`src/rtl/tgq_pkg.sv`:
```
// Package: sizes, codes and controller/datapath link types for the team queue
`timescale 1ns / 1ps
package tgq_pkg;

    localparam int ELEMENTS = 1024;
    localparam int TEAMS    = 64;
    localparam int EW       = $clog2(ELEMENTS);
    localparam int TW       = $clog2(TEAMS);
    localparam int CW       = $clog2(ELEMENTS) + 1;

    typedef enum logic [1:0] {
        CMD_ASSIGN  = 2'd0,
        CMD_ENQUEUE = 2'd1,
        CMD_DEQUEUE = 2'd2,
        CMD_CLEAR   = 2'd3
    } cmd_t;

    typedef enum logic [2:0] {
        ST_DONE    = 3'd0,
        ST_VALID   = 3'd1,
        ST_EMPTY   = 3'd2,
        ST_UNKNOWN = 3'd3,
        ST_FULL    = 3'd4
    } status_t;

    typedef enum logic [1:0] {
        MS_UNASSIGNED = 2'd0,
        MS_AVAILABLE  = 2'd1,
        MS_QUEUED     = 2'd2,
        MS_DEQUEUED   = 2'd3
    } mstat_t;

    typedef struct packed {
        logic accept;
        logic exec;
        logic clr_step;
    } ctl_t;

    typedef struct packed {
        logic out_busy;
        logic clr_last;
        logic is_clear;
    } dp_stat_t;

endpackage

```
`src/rtl/tgq_ctrl.sv`:
```
// Controller: sequences lookup reads, the update cycle and the clearing pass
`timescale 1ns / 1ps
module tgq_ctrl (
    input  logic              clk,
    input  logic              rst_n,
    input  logic              req_valid,
    output logic              req_ready,
    input  tgq_pkg::dp_stat_t stat,
    output tgq_pkg::ctl_t     ctl
);

    typedef enum logic [5:0] {
        S_IDLE  = 6'b000001,
        S_READ1 = 6'b000010,
        S_READ2 = 6'b000100,
        S_READ3 = 6'b001000,
        S_EXEC  = 6'b010000,
        S_CLR   = 6'b100000
    } state_t;

    state_t state_reg, state_next;

    always_ff @(posedge clk or negedge rst_n)
    begin
        if (!rst_n)
            state_reg <= S_CLR;
        else
            state_reg <= state_next;
    end

    always_comb
    begin
        state_next   = state_reg;
        ctl          = '0;
        req_ready    = 1'b0;
        case (state_reg)
            S_IDLE:
            begin
                req_ready  = 1'b1;
                ctl.accept = req_valid;
                if (req_valid)
                    state_next = S_READ1;
            end
            S_READ1: state_next = S_READ2;
            S_READ2: state_next = S_READ3;
            S_READ3: state_next = S_EXEC;
            S_EXEC:
            begin
                // hold until the response register is free
                if (!stat.out_busy)
                begin
                    ctl.exec   = 1'b1;
                    state_next = stat.is_clear ? S_CLR : S_IDLE;
                end
            end
            S_CLR:
            begin
                ctl.clr_step = 1'b1;
                if (stat.clr_last)
                    state_next = S_IDLE;
            end
            default: state_next = S_IDLE;
        endcase
    end

endmodule

```
`config.mk`:
```
export PLATFORM = sky130hd
export DESIGN_NAME = tgq_ctrl
export DESIGN_NICKNAME = d
export VERILOG_FILES = /design/src/rtl/tgq_pkg.sv /design/src/rtl/tgq_ctrl.sv
export SDC_FILE = /design/constraint.sdc
export NUM_CORES = 1
export LEC_CHECK = 0
export ABC_CLOCK_PERIOD_IN_PS = 2800
export BUFFER_PORTS_ARGS = -buffer_cell sky130_fd_sc_hd__buf_2
export CAP_MARGIN = 20
export CORE_UTILIZATION = 25
export DETAILED_ROUTE_END_ITERATION = 7
export PLACE_DENSITY = 0.55
export SYNTH_ARGS = -nofsm -noshare
export SYNTH_HDL_FRONTEND = slang
export SYNTH_SLANG_ARGS = --single-unit
```
`constraint.sdc`:
```
create_clock -name clk -period 2.8 [get_ports clk]
set_clock_uncertainty 0.05 [all_clocks]
set_input_delay 0.42 -clock clk [delete_from_list [all_inputs] [get_ports clk]]
set_output_delay 0.42 -clock clk [all_outputs]
set_load 0.02 [all_outputs]
```
## Yosys cells after proc, flatten, opt, wreduce, memory -nomap -nowiden

Cells that the tools add are included.

| storage, ports and cells | value |
|---|---|
| bits in registers | 6 |
| output and inout port bits | 4 |
| input bits | 6 |
| logic and storage cells | 21 |

| cells by class | value |
|---|---|
| equal/unequal tests | 9 |
| reduce and logical (&&, ||, !) cells | 1 |
| muxes and demuxes | 10 |

Operators by type and width:

| kind | number |
|---|---|
| $pmux 6 s6 | 1 |
| $mux 6 | 4 |
| $eq 6x1->1 const B | 1 |
| $eq 6x2->1 const B | 1 |
| $eq 6x3->1 const B | 1 |
| $eq 6x4->1 const B | 1 |
| $eq 6x5->1 const B | 1 |
| $eq 6x6->1 const B | 1 |
| $ne 2x2->1 const B | 3 |
| $mux 1 | 5 |
| $reduce_and 3->1 | 1 |

## Depth between registers and ports, before layout

| depth | value |
|---|---|
| depth after elaboration | 3 |
| depth in mapped cells | 5 |
| depth with buffers taken out | 4 |

## Least setup slack after synthesis

Ideal clock, no wire load.

| path | value |
|---|---|
| path kind | register -> output |
| start point | register state_reg[4] |
| end point | output port ctl[2] in the netlist's numbering |
| buffers on the path | 1 |
| path slack | 503 ps |
| arrival time | 1,827 ps |
| cell stages (with the launch flop) | 6 |
| data required time | 2,330 ps |
| path through | dfrtp_1 buf_6 or4_4 or3b_4 inv_1 and2_1 |

RTL lines:

| item | RTL line | text |
|---|---|---|
| start, declared | tgq_ctrl.sv:21 | `state_t state_reg, state_next;` |
| start signal, assigned | tgq_ctrl.sv:28 | `state_reg <= state_next;` |
| end, declared | tgq_ctrl.sv:9 | `output tgq_pkg::ctl_t ctl` |

==> flow_summary.ini <==
[detailed_routing]
vias = 328
post_drt_via_cell_ratio = 5.13
drcViolationCount = 0
dr.first_iter.drc_count = 8
wl_per_cell_um = 11.7
ant_nets = 0
drt_wl_total_um = 751
first_pass_iters = 4

[power]
vdd_drop_max_mv = 0.294
p_leak_nw = 0.215
power.density_nw_per_um2 = 949

[clock_tree]
insertion_delay_ps = 240
cts-resized-gates = 0
h-tree-depth = 1
hold_buffers = 1
cts_buffer_depth = 2
path_clk_slew_ps = 40
cts_tree = built
clock-sinks = 6
cts_buffers = 3
post_cts_buffers = 0
cts-root-buf = clkbuf_4

[logic_synthesis]
syn-num-nets = 42
syn_inst = 36
synthDistinctLibCells = 25
syn_avg_cell_area_um2 = 10.5
ys_seq_elements = 6
yosysSeqAreaShare_pct = 40.2
ys_warn_count = 0
syn-cell-area_um2 = 377

[placed_design]
pre_cts_slack_ps = 585
portBuffers = 9
gp_congestion = 0.708
hpwl_um = 551

[setup_path]
crit_path_end_kind = output port
max_stage_delay_ps = 540
crit_buf_inv = 2
path_delay_family = simple AND/OR/NAND/NOR gates
critical_path_class = reg -> out
critPathArrivalTime_ps = 1990
slowest_stage = or4_4
crit_path_start_kind = register
worst_ep_required_time_ps = 2330
path_cells = or4_4, or3b_4, inv_1, and2_1, buf_2
worstPathMaxFanout = 10

[timing]
fmax_ghz = 0.406
finalCritPeriodShare_pct = 88.0
worst_pin_slew_ps = 509
finalHoldViolCount = 0
setup_ws_ps = 336
rsz0062_at_grt = false
finalMaxSlewViolations = 0
slew-limit-headroom_pct = 65.8
setup_violations = 0
fin_setup_tns_ps = 0
min_period_ps = 2460

[final_layout]
areaGrowthSynthToFinish_pct = 23.6
drive_gt1_share_pct = 36.7
num-fill-cells = 135
multiInputGateArea_um2 = 210
largest_reg_flops = 6
n_antenna_cell = 0
register_area_um2 = 151
nNetsFinal = 56

[global_routing]
grt_pass1_vias = 291
grt.total_usage_pct = 11.2
grt_max_degree = 11
grt_pass1_wl_um = 1170
antenna_found_initial = 0
grt_overflow = 0

[floorplan]
fp.coreArea_um2 = 1350
die_h_um = 40.8
die-area_um2 = 1670
initial_core_util_pct = 27.9
die_x_um = 40.8
row_count = 13
io_pins = 10

[run_status]
status = completed

[run]
drv_cap = 0

[min_path]
hold_path_class = in -> reg
kinds of logic after synthesis:
family	after synthesis	synth area share, %
AOI/OAI and AO/OA	6	13.0
xor gates and xnor gates	1	2.33
and+or+nand+nor	21	40.5
buffers and inverters	2	3.99
DFF	6	40.2
cell usage after synthesis:
cell type	instances	area, µm²
o21ai_0	1	5.00
a2111oi_0	1	8.76
or3b_4	1	11.3
dfrtp_1	5	125
buf_6	1	11.3
nor4_1	2	12.5
nand4b_1	1	8.76
o21ai_2	1	8.76
nand3b_1	1	7.51
nor4bb_1	1	10.0
nand2b_1	2	12.5
and2_1	1	6.26
or2_2	1	6.26
o22ai_1	1	6.26
and3b_1	2	17.5
nor2_1	3	11.3
o211ai_2	1	12.5
nor4b_1	2	17.5
xor2_1	1	8.76
or4_4	1	11.3
dfstp_2	1	26.3
nor3_1	1	5.00
a211oi_1	1	7.51
nor3b_1	2	15.0
inv_1	1	3.75
worst paths after layout:
kind,cells past startpoint,end,slack [ps],startpoint
setup / recovery,5,ctl[2],340,state_reg[4]$_DFFE_PN0P_
hold / removal,2,state_reg[0]$_DFFE_PN0P_,410,req_valid
setup reg to reg,4,state_reg[0]$_DFFE_PN0P_,960,state_reg[4]$_DFFE_PN0P_
hold reg to reg,1,state_reg[2]$_DFFE_PN0P_,480,state_reg[0]$_DFFE_PN0P_
max in group asynchronous,2,state_reg[5]$_DFFE_PN1P_,1990,rst_n
min in group asynchronous,2,state_reg[3]$_DFFE_PN0P_,480,rst_n
per-stage QoR:
stage	utilization, %	std cells	area, µm²	power, mW	hold WS [ps]
after detailed placement	31.8	59	429	0.359	198
after CTS	34.5	64	465	0.449	407
after global placement	31.8	59	429	0.356	198
final	34.5	64	465	0.442	413
after floorplan	-	36	377	0.306	74.4
after global routing	34.5	64	465	0.478	417
placed cells by master (no fill, tap or decap):
cell / n
a2111oi_0: 1
a211oi_1: 1
and2_1: 1
and3b_1: 2
buf_2: 9
clkbuf_1: 1
clkbuf_4: 3
dfrtp_1: 5
dfstp_2: 1
dlygate4sd3_1: 1
inv_1: 1
nand2b_1: 2
nand3b_1: 1
nand4b_1: 1
nor2_1: 3
nor3_1: 1
nor3b_1: 2
nor4_1: 2
nor4b_1: 2
nor4bb_1: 1
o211ai_2: 1
o21ai_0: 1
o21ai_2: 1
o22ai_1: 1
or2_2: 1
or3b_4: 1
or4_4: 1
xor2_1: 1
power breakdown:
part           switching [mW]  internal (mW)  total (mW)
clock network          0.0303         0.0539      0.0842
logic                   0.104          0.103       0.207
registers              0.0402          0.111       0.151
worst reg2reg max path: cells and delay by family (launching register included):
family           cells  cell delay, ps
AND/OR/NAND/NOR      2             960
flip-flops           1             450
AO/OA/AOI/OAI        2             240
per-layer routing:
layer / part of all wire (%) / GRT usage, % / routed length (µm)
met5: 0 / 0 / 0
met4: 0 / 7.50 / 0
met3: 3.6 / 3.26 / 27
met2: 48 / 17.6 / 360
met1: 48 / 13.1 / 363
area by class of cell:
type,count,area share (%)
Timing Repair Buffer,10,11.8
Clock buffer,4,5.65
Tap cell,15,4.03
Sequential cell,6,32.5
Multi-Input combinational cell,28,45.2
Inverter,1,0.806
(Power assumes the default switching activity.)
